**config.mk**
```make
export PLATFORM = sky130hd
export DESIGN_NAME = lfo_waveform_generator_unit
export DESIGN_NICKNAME = d
export VERILOG_FILES = /design/src/hw/rtl/lfo_pkg.sv /design/src/hw/rtl/lfo_phase.sv /design/src/hw/rtl/lfo_sine_rom.sv /design/src/hw/rtl/lfo_shaper.sv /design/src/hw/rtl/lfo_waveform_generator_unit.sv
export VERILOG_INCLUDE_DIRS = /design/src /design/src/hw/rtl
export SDC_FILE = /design/constraint.sdc
export NUM_CORES = 1
export LEC_CHECK = 0
export BUFFER_PORTS_ARGS = -buffer_cell sky130_fd_sc_hd__buf_4
export CAP_MARGIN = 30
export CELL_PAD_IN_SITES_DETAIL_PLACEMENT = 1
export CELL_PAD_IN_SITES_GLOBAL_PLACEMENT = 1
export CORE_MARGIN = 4
export CORE_UTILIZATION = 30
export DETAILED_ROUTE_END_ITERATION = 10
export GPL_TIMING_DRIVEN = 0
export MAX_ROUTING_LAYER = met4
export PLACE_DENSITY = 0.64
export SLEW_MARGIN = 20
export SYNTH_ARGS = -nofsm -noshare
export SYNTH_HDL_FRONTEND = slang
export SYNTH_SLANG_ARGS = --single-unit
export TNS_END_PERCENT = 10
```
**constraint.sdc**
```tcl
create_clock -name clock -period 8.1 [get_ports clock]
set_input_delay 2.43 -clock clock [delete_from_list [all_inputs] [get_ports clock]]
set_output_delay 2.43 -clock clock [all_outputs]
set_load 0.01 [all_outputs]
```
**src/hw/rtl/lfo_waveform_generator_unit_macros.svh**
```systemverilog
// Assertion macros used by the LFO waveform generator top level.
`ifndef LFO_WAVEFORM_GENERATOR_UNIT_MACROS_SVH
`define LFO_WAVEFORM_GENERATOR_UNIT_MACROS_SVH

`ifndef NO_ASSERTIONS

// Clocked check, masked while reset is high.
`define LFO_ASSERT(label, clk, rst, prop) \
   label: assert property (@(posedge clk) disable iff (rst) prop) \
      else $error("lfo check failed");

// Clocked check that also holds during reset.
`define LFO_ASSERT_ALWAYS(label, clk, prop) \
   label: assert property (@(posedge clk) prop) \
      else $error("lfo check failed");

`else

`define LFO_ASSERT(label, clk, rst, prop)
`define LFO_ASSERT_ALWAYS(label, clk, prop)

`endif

`endif

```
**src/hw/rtl/lfo_pkg.sv**
```systemverilog
// Shared types, codes and the quarter-sine table builder for the LFO.
`timescale 1ns / 1ps

package lfo_pkg;

   localparam int CSR_INDEX_BITS = 2;
   localparam int CSR_DATA_BITS  = 32;
   localparam int LEVEL_BITS     = 16;
   localparam int AMP_BITS       = 15;
   localparam logic [AMP_BITS-1:0] AMP_RESET = 15'h7FFF;

   localparam logic [63:0] HALF_PI_Q30 = 64'd1686629713;

   typedef enum logic [1:0] {
      MODE_TICK        = 2'd0,
      MODE_PHASE_RESET = 2'd1,
      MODE_TRIGGER     = 2'd2
   } mode_type;

   typedef enum logic [1:0] {
      WAVE_SINE = 2'd0,
      WAVE_DOWN = 2'd1,
      WAVE_UP   = 2'd2,
      WAVE_HOLD = 2'd3
   } wave_type;

   typedef enum logic [CSR_INDEX_BITS-1:0] {
      REG_PHASE_STEP  = 2'd0,
      REG_WAVE_SELECT = 2'd1,
      REG_AMPLITUDE   = 2'd2
   } reg_index_type;

   // What the output stage does with the held level.
   typedef enum logic [1:0] {
      OP_KEEP   = 2'd0,
      OP_WAVE   = 2'd1,
      OP_SAMPLE = 2'd2
   } op_type;

   // Item state handed from the phase stage to the output stage.
   typedef struct packed {
      op_type                 op;
      logic [LEVEL_BITS-1:0]  top16;
      logic                   negate;
      logic [LEVEL_BITS-1:0]  sample;
      logic                   half_cycle;
      logic                   full_cycle;
   } stage_type;

   // term * x^2 in Q30
   function automatic logic [63:0] sq_step(logic [63:0] term, logic [63:0] x);
      logic [63:0] t;
      t = (term * x) >> 30;
      t = (t * x) >> 30;
      return t;
   endfunction

   // Entry i of the quarter-sine table, 2^depth_log2 entries, Taylor series in Q30.
   // Evaluated only with constant arguments when the table is built.
   function automatic logic [LEVEL_BITS-1:0] quarter_sine_entry(int unsigned idx,
                                                               int unsigned depth_log2);
      logic [63:0] x;
      logic [63:0] term;
      longint      sum;
      longint      v;
      x    = (64'(2 * idx + 1) * HALF_PI_Q30) >> (depth_log2 + 1);
      term = x;
      sum  = longint'(x);
      term = sq_step(term, x) / 64'd6;
      sum  = sum - longint'(term);
      term = sq_step(term, x) / 64'd20;
      sum  = sum + longint'(term);
      term = sq_step(term, x) / 64'd42;
      sum  = sum - longint'(term);
      term = sq_step(term, x) / 64'd72;
      sum  = sum + longint'(term);
      term = sq_step(term, x) / 64'd110;
      sum  = sum - longint'(term);
      term = sq_step(term, x) / 64'd156;
      sum  = sum + longint'(term);
      if (sum < 0) begin
         sum = 0;
      end
      v = (sum * 32767 + (longint'(1) <<< 29)) >>> 30;
      if (v > 32767) begin
         v = 32767;
      end
      return v[LEVEL_BITS-1:0];
   endfunction

endpackage

```
**src/hw/rtl/lfo_phase.sv**
```systemverilog
// Phase accumulator, cycle flags and ROM address generation for the LFO.
`timescale 1ns / 1ps

module lfo_phase #(
   parameter int PHASE_BITS = 32,
   parameter int ADDR_BITS  = 8
) (
   input  logic                              clock,
   input  logic                              reset,
   input  logic                              accept,
   input  logic [1:0]                        mode,
   input  logic [lfo_pkg::LEVEL_BITS-1:0]    hold_sample,
   input  logic [PHASE_BITS-1:0]             phase_step,
   input  lfo_pkg::wave_type                 wave_select,
   output lfo_pkg::stage_type                stage_ff,
   output logic [ADDR_BITS-1:0]              rom_addr
);

   logic [PHASE_BITS-1:0] phase_acc_ff;
   logic [PHASE_BITS-1:0] phase_acc_in;
   logic                  half_done_ff;
   logic                  half_done_in;
   logic [PHASE_BITS:0]   phase_sum;
   lfo_pkg::stage_type    stage_in;
   logic [1:0]            quad;
   logic [ADDR_BITS-1:0]  idx;

   assign phase_sum = {1'b0, phase_acc_ff} + {1'b0, phase_step};

   always_comb begin
      phase_acc_in        = phase_acc_ff;
      half_done_in        = half_done_ff;
      stage_in.op         = lfo_pkg::OP_KEEP;
      stage_in.half_cycle = 1'b0;
      stage_in.full_cycle = 1'b0;
      stage_in.sample     = hold_sample;
      case (lfo_pkg::mode_type'(mode))
         lfo_pkg::MODE_TICK: begin
            if (wave_select != lfo_pkg::WAVE_HOLD) begin
               stage_in.op         = lfo_pkg::OP_WAVE;
               phase_acc_in        = phase_sum[PHASE_BITS-1:0];
               stage_in.full_cycle = phase_sum[PHASE_BITS];
               if (phase_sum[PHASE_BITS]) begin
                  half_done_in = 1'b0;
               end else if (phase_sum[PHASE_BITS-1] && !half_done_ff) begin
                  half_done_in        = 1'b1;
                  stage_in.half_cycle = 1'b1;
               end
            end
         end
         lfo_pkg::MODE_PHASE_RESET: begin
            phase_acc_in = '0;
            half_done_in = 1'b0;
         end
         lfo_pkg::MODE_TRIGGER: begin
            if (wave_select == lfo_pkg::WAVE_HOLD) begin
               stage_in.op = lfo_pkg::OP_SAMPLE;
            end
         end
         default: begin
         end
      endcase
      quad            = phase_acc_in[PHASE_BITS-1 -: 2];
      idx             = phase_acc_in[PHASE_BITS-3 -: ADDR_BITS];
      stage_in.top16  = phase_acc_in[PHASE_BITS-1 -: lfo_pkg::LEVEL_BITS];
      stage_in.negate = quad[1];
   end

   // Odd quadrants read the table mirrored.
   assign rom_addr = quad[0] ? ~idx : idx;

   always_ff @(posedge clock) begin
      if (reset) begin
         phase_acc_ff <= '0;
         half_done_ff <= 1'b0;
      end else if (accept) begin
         phase_acc_ff <= phase_acc_in;
         half_done_ff <= half_done_in;
      end
   end

   always_ff @(posedge clock) begin
      if (accept) begin
         stage_ff <= stage_in;
      end
   end

endmodule

```
**src/hw/rtl/lfo_sine_rom.sv**
```systemverilog
// Quarter-wave sine table with registered read.
`timescale 1ns / 1ps

module lfo_sine_rom #(
   parameter int ADDR_BITS = 8
) (
   input  logic                            clock,
   input  logic                            rd_en,
   input  logic [ADDR_BITS-1:0]            rd_addr,
   output logic [lfo_pkg::LEVEL_BITS-1:0]  rd_data_ff
);

   localparam int DEPTH = 1 << ADDR_BITS;

   logic [lfo_pkg::LEVEL_BITS-1:0] rom_mem [DEPTH];

   for (genvar i = 0; i < DEPTH; i++) begin : g_entry
      assign rom_mem[i] = lfo_pkg::quarter_sine_entry(i, ADDR_BITS);
   end

   always_ff @(posedge clock) begin
      if (rd_en) begin
         rd_data_ff <= rom_mem[rd_addr];
      end
   end

endmodule

```
**src/hw/rtl/lfo_shaper.sv**
```systemverilog
// Waveform select, amplitude scaling and held level register of the LFO.
`timescale 1ns / 1ps

module lfo_shaper (
   input  logic                                   clock,
   input  logic                                   reset,
   input  logic                                   load,
   input  lfo_pkg::stage_type                     stage,
   input  logic [lfo_pkg::LEVEL_BITS-1:0]         rom_data,
   input  lfo_pkg::wave_type                      wave_select,
   input  logic [lfo_pkg::AMP_BITS-1:0]           amplitude,
   output logic signed [lfo_pkg::LEVEL_BITS-1:0]  held_level_ff,
   output logic                                   half_cycle_ff,
   output logic                                   full_cycle_ff
);

   localparam int PROD_BITS = 2 * lfo_pkg::LEVEL_BITS;

   logic signed [lfo_pkg::LEVEL_BITS-1:0] base;
   logic signed [PROD_BITS-1:0]           product;
   logic signed [PROD_BITS-1:0]           scaled;
   logic signed [lfo_pkg::LEVEL_BITS-1:0] held_level_in;

   always_comb begin
      if (stage.op == lfo_pkg::OP_SAMPLE) begin
         // offset binary to two's complement
         base = {~stage.sample[15], stage.sample[14:0]};
      end else begin
         case (wave_select)
            lfo_pkg::WAVE_DOWN: base = {stage.top16[15], ~stage.top16[14:0]};
            lfo_pkg::WAVE_UP:   base = {~stage.top16[15], stage.top16[14:0]};
            default: begin
               base = stage.negate ? -$signed(rom_data) : $signed(rom_data);
            end
         endcase
      end
   end

   // Round half up, then floor by the arithmetic shift.
   assign product = base * $signed({1'b0, amplitude}) + PROD_BITS'(16384);
   assign scaled  = product >>> 15;

   assign held_level_in = (stage.op == lfo_pkg::OP_KEEP) ?
                          held_level_ff : scaled[lfo_pkg::LEVEL_BITS-1:0];

   always_ff @(posedge clock) begin
      if (reset) begin
         held_level_ff <= '0;
      end else if (load) begin
         held_level_ff <= held_level_in;
      end
   end

   always_ff @(posedge clock) begin
      if (load) begin
         half_cycle_ff <= stage.half_cycle;
         full_cycle_ff <= stage.full_cycle;
      end
   end

endmodule

```
**src/hw/rtl/lfo_waveform_generator_unit.sv**
```systemverilog
// Top level of the LFO waveform generator: handshake, CSRs and pipeline.
`timescale 1ns / 1ps

// LFO waveform generator. Each request transfer carries a mode (tick, phase
// reset, sample-hold trigger) and yields exactly one response transfer with
// the current level as Q1.15 (rsp_level) and offset binary (rsp_level_unsigned),
// plus half and full cycle flags. The unit takes one request per cycle unless
// req_stall is high; each item passes the first stage register and then the
// output register before its response is valid. The sine table read is
// registered, which sets the two-stage depth, and one 16x16 multiplier in the
// output stage does the amplitude scaling. A waiting response
// does not block the next request: one more item can sit in the first stage.
// CSR writes (phase_step, wave_select, amplitude) are always ready and must
// be issued only while the unit is idle. SINE_TABLE_DEPTH must be a power of two.

`include "lfo_waveform_generator_unit_macros.svh"

module lfo_waveform_generator_unit #(
   parameter int PHASE_BITS       = 32,
   parameter int SINE_TABLE_DEPTH = 256
) (
   input  logic                                   clock,
   input  logic                                   reset,
   // request channel
   input  logic                                   req_valid,
   output logic                                   req_stall,
   input  logic [1:0]                             req_mode,
   input  logic [lfo_pkg::LEVEL_BITS-1:0]         req_hold_sample,
   // response channel
   output logic                                   rsp_valid,
   input  logic                                   rsp_stall,
   output logic signed [lfo_pkg::LEVEL_BITS-1:0]  rsp_level,
   output logic [lfo_pkg::LEVEL_BITS-1:0]         rsp_level_unsigned,
   output logic                                   rsp_half_cycle,
   output logic                                   rsp_full_cycle,
   // CSR write channel
   input  logic                                   csr_valid,
   output logic                                   csr_ready,
   input  logic [lfo_pkg::CSR_INDEX_BITS-1:0]     csr_index,
   input  logic [lfo_pkg::CSR_DATA_BITS-1:0]      csr_wdata
);

   localparam int ADDR_BITS = $clog2(SINE_TABLE_DEPTH);

   // CSRs
   logic [PHASE_BITS-1:0]          phase_step_ff;
   logic [PHASE_BITS-1:0]          phase_step_in;
   lfo_pkg::wave_type              wave_select_ff;
   lfo_pkg::wave_type              wave_select_in;
   logic [lfo_pkg::AMP_BITS-1:0]   amplitude_ff;
   logic [lfo_pkg::AMP_BITS-1:0]   amplitude_in;

   // pipeline control
   logic                           stage_valid_ff;
   logic                           stage_valid_in;
   logic                           rsp_valid_ff;
   logic                           rsp_valid_in;
   logic                           req_accept;
   logic                           out_load;
   logic                           stage_free;

   lfo_pkg::stage_type             stage;
   logic [ADDR_BITS-1:0]           rom_addr;
   logic [lfo_pkg::LEVEL_BITS-1:0] rom_data;
   logic signed [lfo_pkg::LEVEL_BITS-1:0] held_level;

   // ---------------------------------------------------------------------
   // CSR writes: always ready, unknown indexes are dropped.
   // ---------------------------------------------------------------------
   assign csr_ready = 1'b1;

   always_comb begin
      phase_step_in  = phase_step_ff;
      wave_select_in = wave_select_ff;
      amplitude_in   = amplitude_ff;
      if (csr_valid && csr_ready) begin
         case (lfo_pkg::reg_index_type'(csr_index))
            lfo_pkg::REG_PHASE_STEP:  phase_step_in  = PHASE_BITS'(csr_wdata);
            lfo_pkg::REG_WAVE_SELECT: wave_select_in = lfo_pkg::wave_type'(csr_wdata[1:0]);
            lfo_pkg::REG_AMPLITUDE:   amplitude_in   = csr_wdata[lfo_pkg::AMP_BITS-1:0];
            default: begin
            end
         endcase
      end
   end

   always_ff @(posedge clock) begin
      if (reset) begin
         phase_step_ff  <= '0;
         wave_select_ff <= lfo_pkg::WAVE_SINE;
         amplitude_ff   <= lfo_pkg::AMP_RESET;
      end else begin
         phase_step_ff  <= phase_step_in;
         wave_select_ff <= wave_select_in;
         amplitude_ff   <= amplitude_in;
      end
   end

   // ---------------------------------------------------------------------
   // Flow control. The output register loads when the first stage holds an item
   // and the output is empty or its transfer completes this cycle; the first stage
   // frees up when it is empty or moves on. Stall the requester when neither holds.
   // ---------------------------------------------------------------------
   assign out_load   = stage_valid_ff && (!rsp_valid_ff || !rsp_stall);
   assign stage_free = !stage_valid_ff || out_load;
   assign req_stall  = !stage_free;
   assign req_accept = req_valid && stage_free;

   always_comb begin
      stage_valid_in = stage_valid_ff;
      if (req_accept) begin
         stage_valid_in = 1'b1;
      end else if (out_load) begin
         stage_valid_in = 1'b0;
      end
      rsp_valid_in = rsp_valid_ff;
      if (out_load) begin
         rsp_valid_in = 1'b1;
      end else if (!rsp_stall) begin
         rsp_valid_in = 1'b0;
      end
   end

   always_ff @(posedge clock) begin
      if (reset) begin
         stage_valid_ff <= 1'b0;
         rsp_valid_ff   <= 1'b0;
      end else begin
         stage_valid_ff <= stage_valid_in;
         rsp_valid_ff   <= rsp_valid_in;
      end
   end

   // ---------------------------------------------------------------------
   // Stage 1: advance the phase on accept, capture the item, read the table.
   // ---------------------------------------------------------------------
   lfo_phase #(
      .PHASE_BITS (PHASE_BITS),
      .ADDR_BITS  (ADDR_BITS)
   ) u_phase (
      .clock       (clock),
      .reset       (reset),
      .accept      (req_accept),
      .mode        (req_mode),
      .hold_sample (req_hold_sample),
      .phase_step  (phase_step_ff),
      .wave_select (wave_select_ff),
      .stage_ff    (stage),
      .rom_addr    (rom_addr)
   );

   lfo_sine_rom #(
      .ADDR_BITS (ADDR_BITS)
   ) u_sine_rom (
      .clock      (clock),
      .rd_en      (req_accept),
      .rd_addr    (rom_addr),
      .rd_data_ff (rom_data)
   );

   // ---------------------------------------------------------------------
   // Stage 2: shape, scale and hold the level; this is the output register.
   // ---------------------------------------------------------------------
   lfo_shaper u_shaper (
      .clock         (clock),
      .reset         (reset),
      .load          (out_load),
      .stage         (stage),
      .rom_data      (rom_data),
      .wave_select   (wave_select_ff),
      .amplitude     (amplitude_ff),
      .held_level_ff (held_level),
      .half_cycle_ff (rsp_half_cycle),
      .full_cycle_ff (rsp_full_cycle)
   );

   assign rsp_valid          = rsp_valid_ff;
   assign rsp_level          = held_level;
   // flip the sign bit for offset binary
   assign rsp_level_unsigned = {~held_level[15], held_level[14:0]};

   // ---------------------------------------------------------------------
   // Checks
   // ---------------------------------------------------------------------
   // wrap suppresses the midpoint flag on the same tick
   `LFO_ASSERT(a_flags_exclusive, clock, reset, rsp_valid |-> !(rsp_half_cycle && rsp_full_cycle))
   // scaling with rounding never reaches the most negative code
   `LFO_ASSERT(a_level_range, clock, reset, rsp_valid |-> (rsp_level != 16'sh8000))
   // an accepted request always lands in the first stage
   `LFO_ASSERT(a_accept_fills, clock, reset, (req_valid && !req_stall) |=> stage_valid_ff)
   // nothing reaches the output without an item in the first stage
   `LFO_ASSERT_ALWAYS(a_out_from_stage, clock, out_load |-> stage_valid_ff)

endmodule

```
# Yosys cells after proc, flatten, opt, wreduce, memory -nomap -nowiden

Memory sizes are Yosys's and may differ from the RTL's. A register that Yosys moved wholly into a read port is not among the register bits.
Cells that the tools add are included.

Register bits after elaboration: 139
Memory bits (read-only): 4096
Word-level logic and storage cells: 84
Memories kept: 1

Memory list:

| memory           | depth | width | read ports | clocked after memory_dff | write ports | RTL line           | source |
|---|---|---|---|---|---|---|---|
| (name not given) | 256   | 16    | 1          | 1                        | 0           | lfo_sine_rom.sv:23 | `rd_data_ff <= rom_mem[rd_addr];` |

Add/subtract/negate cells: 3
Multiply operators: 1
Equal/unequal tests: 12
Multiplexer cells: 18
Bitwise logic cells: 9
Reduce and logical (&&, ||, !) cells: 23

Operators with widths:

| cell                     | count |
|---|---|
| $pmux W32 S2             | 1 |
| $add A32 B32 Y33         | 1 |
| $mux W16                 | 2 |
| $mux W32                 | 1 |
| $pmux W16 S2             | 1 |
| $add A31 B16 Y31 const B | 1 |
| $mul A16 B16 Y31         | 1 |
| $neg A16 Y16             | 1 |
| $not A15 Y15             | 1 |
| $eq A2 B2 Y1 const B     | 5 |
| $reduce_and A2 Y1        | 5 |
| $mux W1                  | 9 |
| $not A8 Y9               | 1 |
| $mux W8                  | 1 |
| $not A8 Y8               | 1 |
| $eq A2 B1 Y1 const B     | 3 |
| $logic_not A2 Y1         | 3 |
| $not A1 Y1               | 6 |
| $logic_not A1 Y1         | 5 |
| $ne A2 B1 Y1 const B     | 2 |
| $pmux W2 S2              | 1 |
| $reduce_and A4 Y1        | 1 |
| $reduce_bool A2 Y1       | 2 |
| $logic_and A1 B1 Y1      | 3 |
| other kinds (7)          | 8 |

# Depth between registers and ports, before layout

Depth after elaboration: 6
Depth in mapped cells: 35

# Cells and area by module

Synthesis repeated with hierarchy kept, for this count alone.

Cell total of the unflattened synthesis: 2634
Area, all modules: 22514.1 sq um

Modules (own cells, without submodules):

| module                      | times used | cells an instance | area an instance (sq um) | seq. area each (sq um) |
|---|---|---|---|---|
| lfo_shaper                  | 1          | 1238              | 10921.7                  | 380.4 |
| lfo_sine_rom                | 1          | 709               | 4922.2                   | 450.4 |
| lfo_phase                   | 1          | 445               | 4320.4                   | 1741.7 |
| lfo_waveform_generator_unit | 1          | 242               | 2349.8                   | 1021.0 |

# Worst setup path before layout

OpenSTA, ideal clock, no wires.

Path type: register to register
Start point: register u_sine_rom.rd_data_ff[8] in the netlist's numbering
End point: register u_shaper.held_level_ff[15] in the netlist's numbering
Setup time: 0.135 ns
Arrival time: 7.668 ns
Data required time: 7.965 ns
Setup slack: 0.297 ns
Cell stages (with the launch flop): 30
Path through: edfxtp_1 > or4_1 > or4_1 > o31ai_1 > xnor2_1 > a21oi_1 > o21ai_0 > clkbuf_1 > nand2_1 > fa_1 > fa_1 > inv_1 > fa_1 > fa_1 > fa_1 > inv_1 > fa_1 > inv_1 > ha_1 > and3_1 > a21oi_1 > inv_1 > a211o_1 > a31oi_1 > o21ai_0 > a21oi_1 > o21ai_0 > a21oi_1 > xnor2_1 > o31ai_1

Cells in the longest elaborated chain, start to end: 6

Ends and longest elaborated chain:

| item                 | RTL line           | source |
|---|---|---|
| start, declared      | lfo_sine_rom.sv:10 | `output logic [lfo_pkg::LEVEL_BITS-1:0] rd_data_ff` |
| $neg A16 Y16         | lfo_shaper.sv:33   | `base = stage.negate ? -$signed(rom_data) : $signed(rom_data);` |
| $mux W16 (*)         | lfo_shaper.sv:33   |  |
| $pmux W16 S2 (*)     | lfo_shaper.sv:29   | `case (wave_select)` |
| $mux W16 (*)         | lfo_shaper.sv:25   | `if (stage.op == lfo_pkg::OP_SAMPLE) begin` |
| $mul A16 B16 Y31 (*) | lfo_shaper.sv:40   | `assign product = base * $signed({1'b0, amplitude}) + PROD_BITS'(16384);` |
| $add A31 B16 Y31 (*) | lfo_shaper.sv:40   |  |
| end signal, assigned | lfo_shaper.sv:50   | `held_level_ff <= held_level_in;` |
| end, declared        | lfo_shaper.sv:12   | `output logic signed [lfo_pkg::LEVEL_BITS-1:0] held_level_ff,` |

Every way passes the cells marked *; elsewhere a longest branch is shown, timed or not.
A chain may end at the register's enable or synchronous reset.

# Final worst setup path

Start point: register u_sine_rom.rd_data_ff[3] in the netlist's numbering
End point: register u_shaper.held_level_ff[15] in the netlist's numbering

The elaborated chain is that of the path after synthesis.

==> summary.md <==
| Metric | Value |
|---|---|
| Layout cells sized above 1 | `between 10 and 15%` |
| CTS Hold Buffers Added | `0` |
| WL met3 | `6140 um` |
| Most frequent CP cell | `fa_1` |
| Hold Crit Start | `u_phase.stage_ff[0]` |
| Max-slew violation count | `0` |
| Number of core rows | `between 90 and 100` |
| WL per Instance | `~31 um` |
| Die H | `roughly 280 um` |
| Detail Route met2 WL | `~56000 um` |
| Yosys top cell area share | `between 20% and 30%` |
| Gpl congestion | `~1.0` |
| Initial antenna violation count | `4` |
| Crit-path max FO | `7` |
| Ports | `94` |
| Reg2reg start | `u_sine_rom.rd_data_ff[3]` |
| Vias per cell | `~5.8` |
| Failing checks | `negative setup slack` |
| HP Class | `reg2reg` |
| Placement Cell Area | `24500 um^2` |
| Grt ovf | `0` |
| Post-synthesis simple-gate area fraction | `a little under a fifth` |
| CP endpoint kind | `flip-flop` |
| #FFs+latches synth | `153` |
| Post-Route WL | `122000 um` |
| Die Footprint | `78800 um^2` |
| First-pass GRT wire length | `roughly 170000 um` |
| Crit-path slowest cell | `fa_1` |
| Largest family of logic cells by synthesized area | `adder cells` |
| IO Port Bufs | `a little over 90` |
| CTS max path bufs | `2` |
| DR top layer | `met4` |
| Cell family with most CP delay | `adder cells` |
| Final setup violating endpoints | `4` |
| FMAX | `roughly 0.12 GHz` |
| Post-synth EDFFs | `53` |
| Synth cell types | `a little over 100` |
| CP Launch Type | `flip-flop` |
| Largest net degree at the start of global routing | `55` |
| Endpoints failing hold | `0` |
| Routed Antenna Nets | `0` |
| Worst Skew | `roughly 0.026 ns` |
| Initial Utilization | `between 30 and 40%` |
| Setup slack at placement | `-2.39 ns` |
| Syn Area/Cell | `~8.1 um^2` |
| Seq/Total Area, Yosys | `between 10% and 20%` |
| Post-Synth Adder-Cell Area | `29.6%` |
| Clock Tree Root | `clkbuf_16` |
| Via count | `22.5k` |
| Core ar. | `approximately 73000 um^2` |
| Final Cycle Share | `102%` |
| WHS Endpoint | `u_shaper.full_cycle_ff` |
| Clock slew at reported path FFs | `approximately 0.070 ns` |
| Fin nets | `between 3k and 4k` |
| Mapped cell area | `between 20000 and 25000 um^2` |
| Run status | `complete, but fails checks` |
| Critical path arrival | `around 8.6 ns` |
| WP buf/inv | `5` |
| Wire length on met1 | `51900 um` |
| Max Cap Viol | `0` |
| Width of the die | `approximately 280 um` |
| Final HPWL from detailed placement | `about 98000 um` |
| Most frequent cell after synthesis | `nand2_1` |
| Worst Max-Slew Pin Slew | `1.14 ns` |
| Compound-Gate Fraction of Synth Area | `21.8%` |
| R2R cell count | `32` |
| Critical Path Max Stage Delay | `0.55 ns` |
| Initial DRT Pass Iterations | `5` |
| Slew headroom | `~23%` |
| Area contributors post-synth | `fa_1, dfxtp_1, ha_1, edfxtp_1, nand2_1` |
| First DRT Iteration DRCs | `between 1.5k and 2k` |
| FF-to-FF End | `u_shaper.held_level_ff[15]` |
| Final WS setup | `-0.136 ns` |
| Cells after synthesis | `2754` |
| H-tree levels | `4` |
| CTS tree | `done` |
| Placed Instances | `between 3k and 4k` |
| CTS Buf Count | `17` |
| # DRC | `0` |
| Async S/R FF share, synth | `0%` |
| Clk sinks | `153` |
| Worst reg2reg setup slack | `-0.14 ns` |
| Final Hold Slack | `around 0.42 ns` |
| Worst Hold Depth | `0` |
| Number of global-route vias before repair | `~24k` |
| Syn nets | `3195` |
| Required @ worst endpoint | `about 8.5 ns` |
| Gr usage total | `between 30% and 40%` |
| Non-filler cells in the finished layout | `between 3k and 4k` |
| Crit Path Class | `reg2reg` |
| Clk Latency, worst-skew pair | `0.48 ns` |
| Most common library cells after synthesis | `nand2_1, inv_1, fa_1` |
| Clock period minus worst slack | `8.24 ns` |
| Post-synthesis mux area share | `roughly 1.2%` |
| Area Overhead vs Synth | `16.9%` |
| Finished Cell Area | `around 26000 um^2` |
| Synth area leader | `fa_1` |
| Yosys warns | `0` |
| Post-Synth XOR/XNOR Area | `~3.2%` |
| RSZ-0062 raised after global routing | `yes` |
| Top FF cell, synth | `dfxtp_1` |
==> metal layers <==
metal  global-route usage [%]  up-vias
met5                        -        -
met4                     15.7        0
met3                     4.19      292
met2                     50.0      786
met1                     39.5    11600
li1                         -     9781
==> how the worst max path moves through the flow <==
stage,startpoint,to,slack [ns],depth (start not counted)
floorplan,u_sine_rom.rd_data_ff[8],u_shaper.held_level_ff[15],0.30,29
global placement,req_mode[1],u_sine_rom.rd_data_ff[3],-2.59,19
detailed placement,wave_select_ff[0],u_shaper.held_level_ff[15],-2.39,31
CTS,u_sine_rom.rd_data_ff[4],u_shaper.held_level_ff[12],-0.18,33
global route,u_sine_rom.rd_data_ff[3],u_shaper.held_level_ff[15],-0.43,33
finish,u_sine_rom.rd_data_ff[3],u_shaper.held_level_ff[15],-0.14,32
==> layout by cell type, fill, tap and decap left out, types with 30 or more instances in the layout <==
| cell | count |
|---|---|
| dfxtp_1 | 100 |
| a21o_1 | 32 |
| o22ai_1 | 43 |
| inv_1 | 327 |
| ha_1 | 140 |
| buf_2 | 49 |
| nand3_1 | 32 |
| and2_1 | 94 |
| a211oi_1 | 45 |
| fa_1 | 235 |
| o21ai_0 | 101 |
| a21oi_1 | 167 |
| clkbuf_1 | 86 |
| nor2_1 | 153 |
| xnor2_1 | 48 |
| buf_4 | 168 |
| nand2b_1 | 30 |
| edfxtp_1 | 53 |
| nor3_1 | 39 |
| nand2_1 | 358 |
| nor2b_1 | 57 |
==> cells by family (layout without fill, tap and decap cells) <==
group / Yosys count / in the layout
muxes: 24 / 24
xor gates and xnor gates: 77 / 77
and+or+nand+nor: 862 / 862
AOI/OAI and AO/OA: 716 / 716
DFF: 153 / 153
adders and majority gates: 384 / 384
buffers and inverters: 537 / 729
other: 1 / 8
==> flip-flops by register name, indices dropped and copies added (netlist names) <==
register and count:
u_phase.half_done_ff 1, u_sine_rom.rd_data_ff 15, u_phase.phase_acc_ff 32, u_shaper.held_level_ff 16, u_shaper.half_cycle_ff 1, wave_select_ff 2, u_phase.stage_ff 36, phase_step_ff 32
amplitude_ff 15, stage_valid_ff 1, rsp_valid 1, u_shaper.full_cycle_ff 1
==> through the flow <==
| step | TNS, ns | utilization [%] |
|---|---|---|
| finish | -0.159 | 35.6 |
| global route | -2.23 | 35.6 |
| CTS | -0.634 | 34.8 |
| detailed placement | -40.87 | 33.4 |
| global placement | -41.74 | 33.0 |
| floorplan | 0 | - |
==> area by class of cell <==
| cell class | instances | area (um^2) |
|---|---|---|
| timing repair buffer | 164 | 1300 |
| clock inverter | 13 | 126 |
| inverter | 342 | 1290 |
| multi-input combinational | 2064 | 17100 |
| clock buffer | 19 | 475 |
| fill | 8739 | 47200 |
| antenna | 7 | 17.5 |
| buffer | 191 | 968 |
| sequential | 153 | 3590 |
| tap | 959 | 1200 |
==> what timing repair did <==
action | 4_1_cts | 5_1_grt
endpoints found under the setup margin | 30 | 20
resized for setup | 98 | 92
hold endpoints to repair | 0 | 0
pin swaps | 9 | 50
setup buffers | 13 | 37
Power is left out: the tool's default activity adds up to more than one toggle a clock period on the data nets, which glitch-free logic cannot reach.
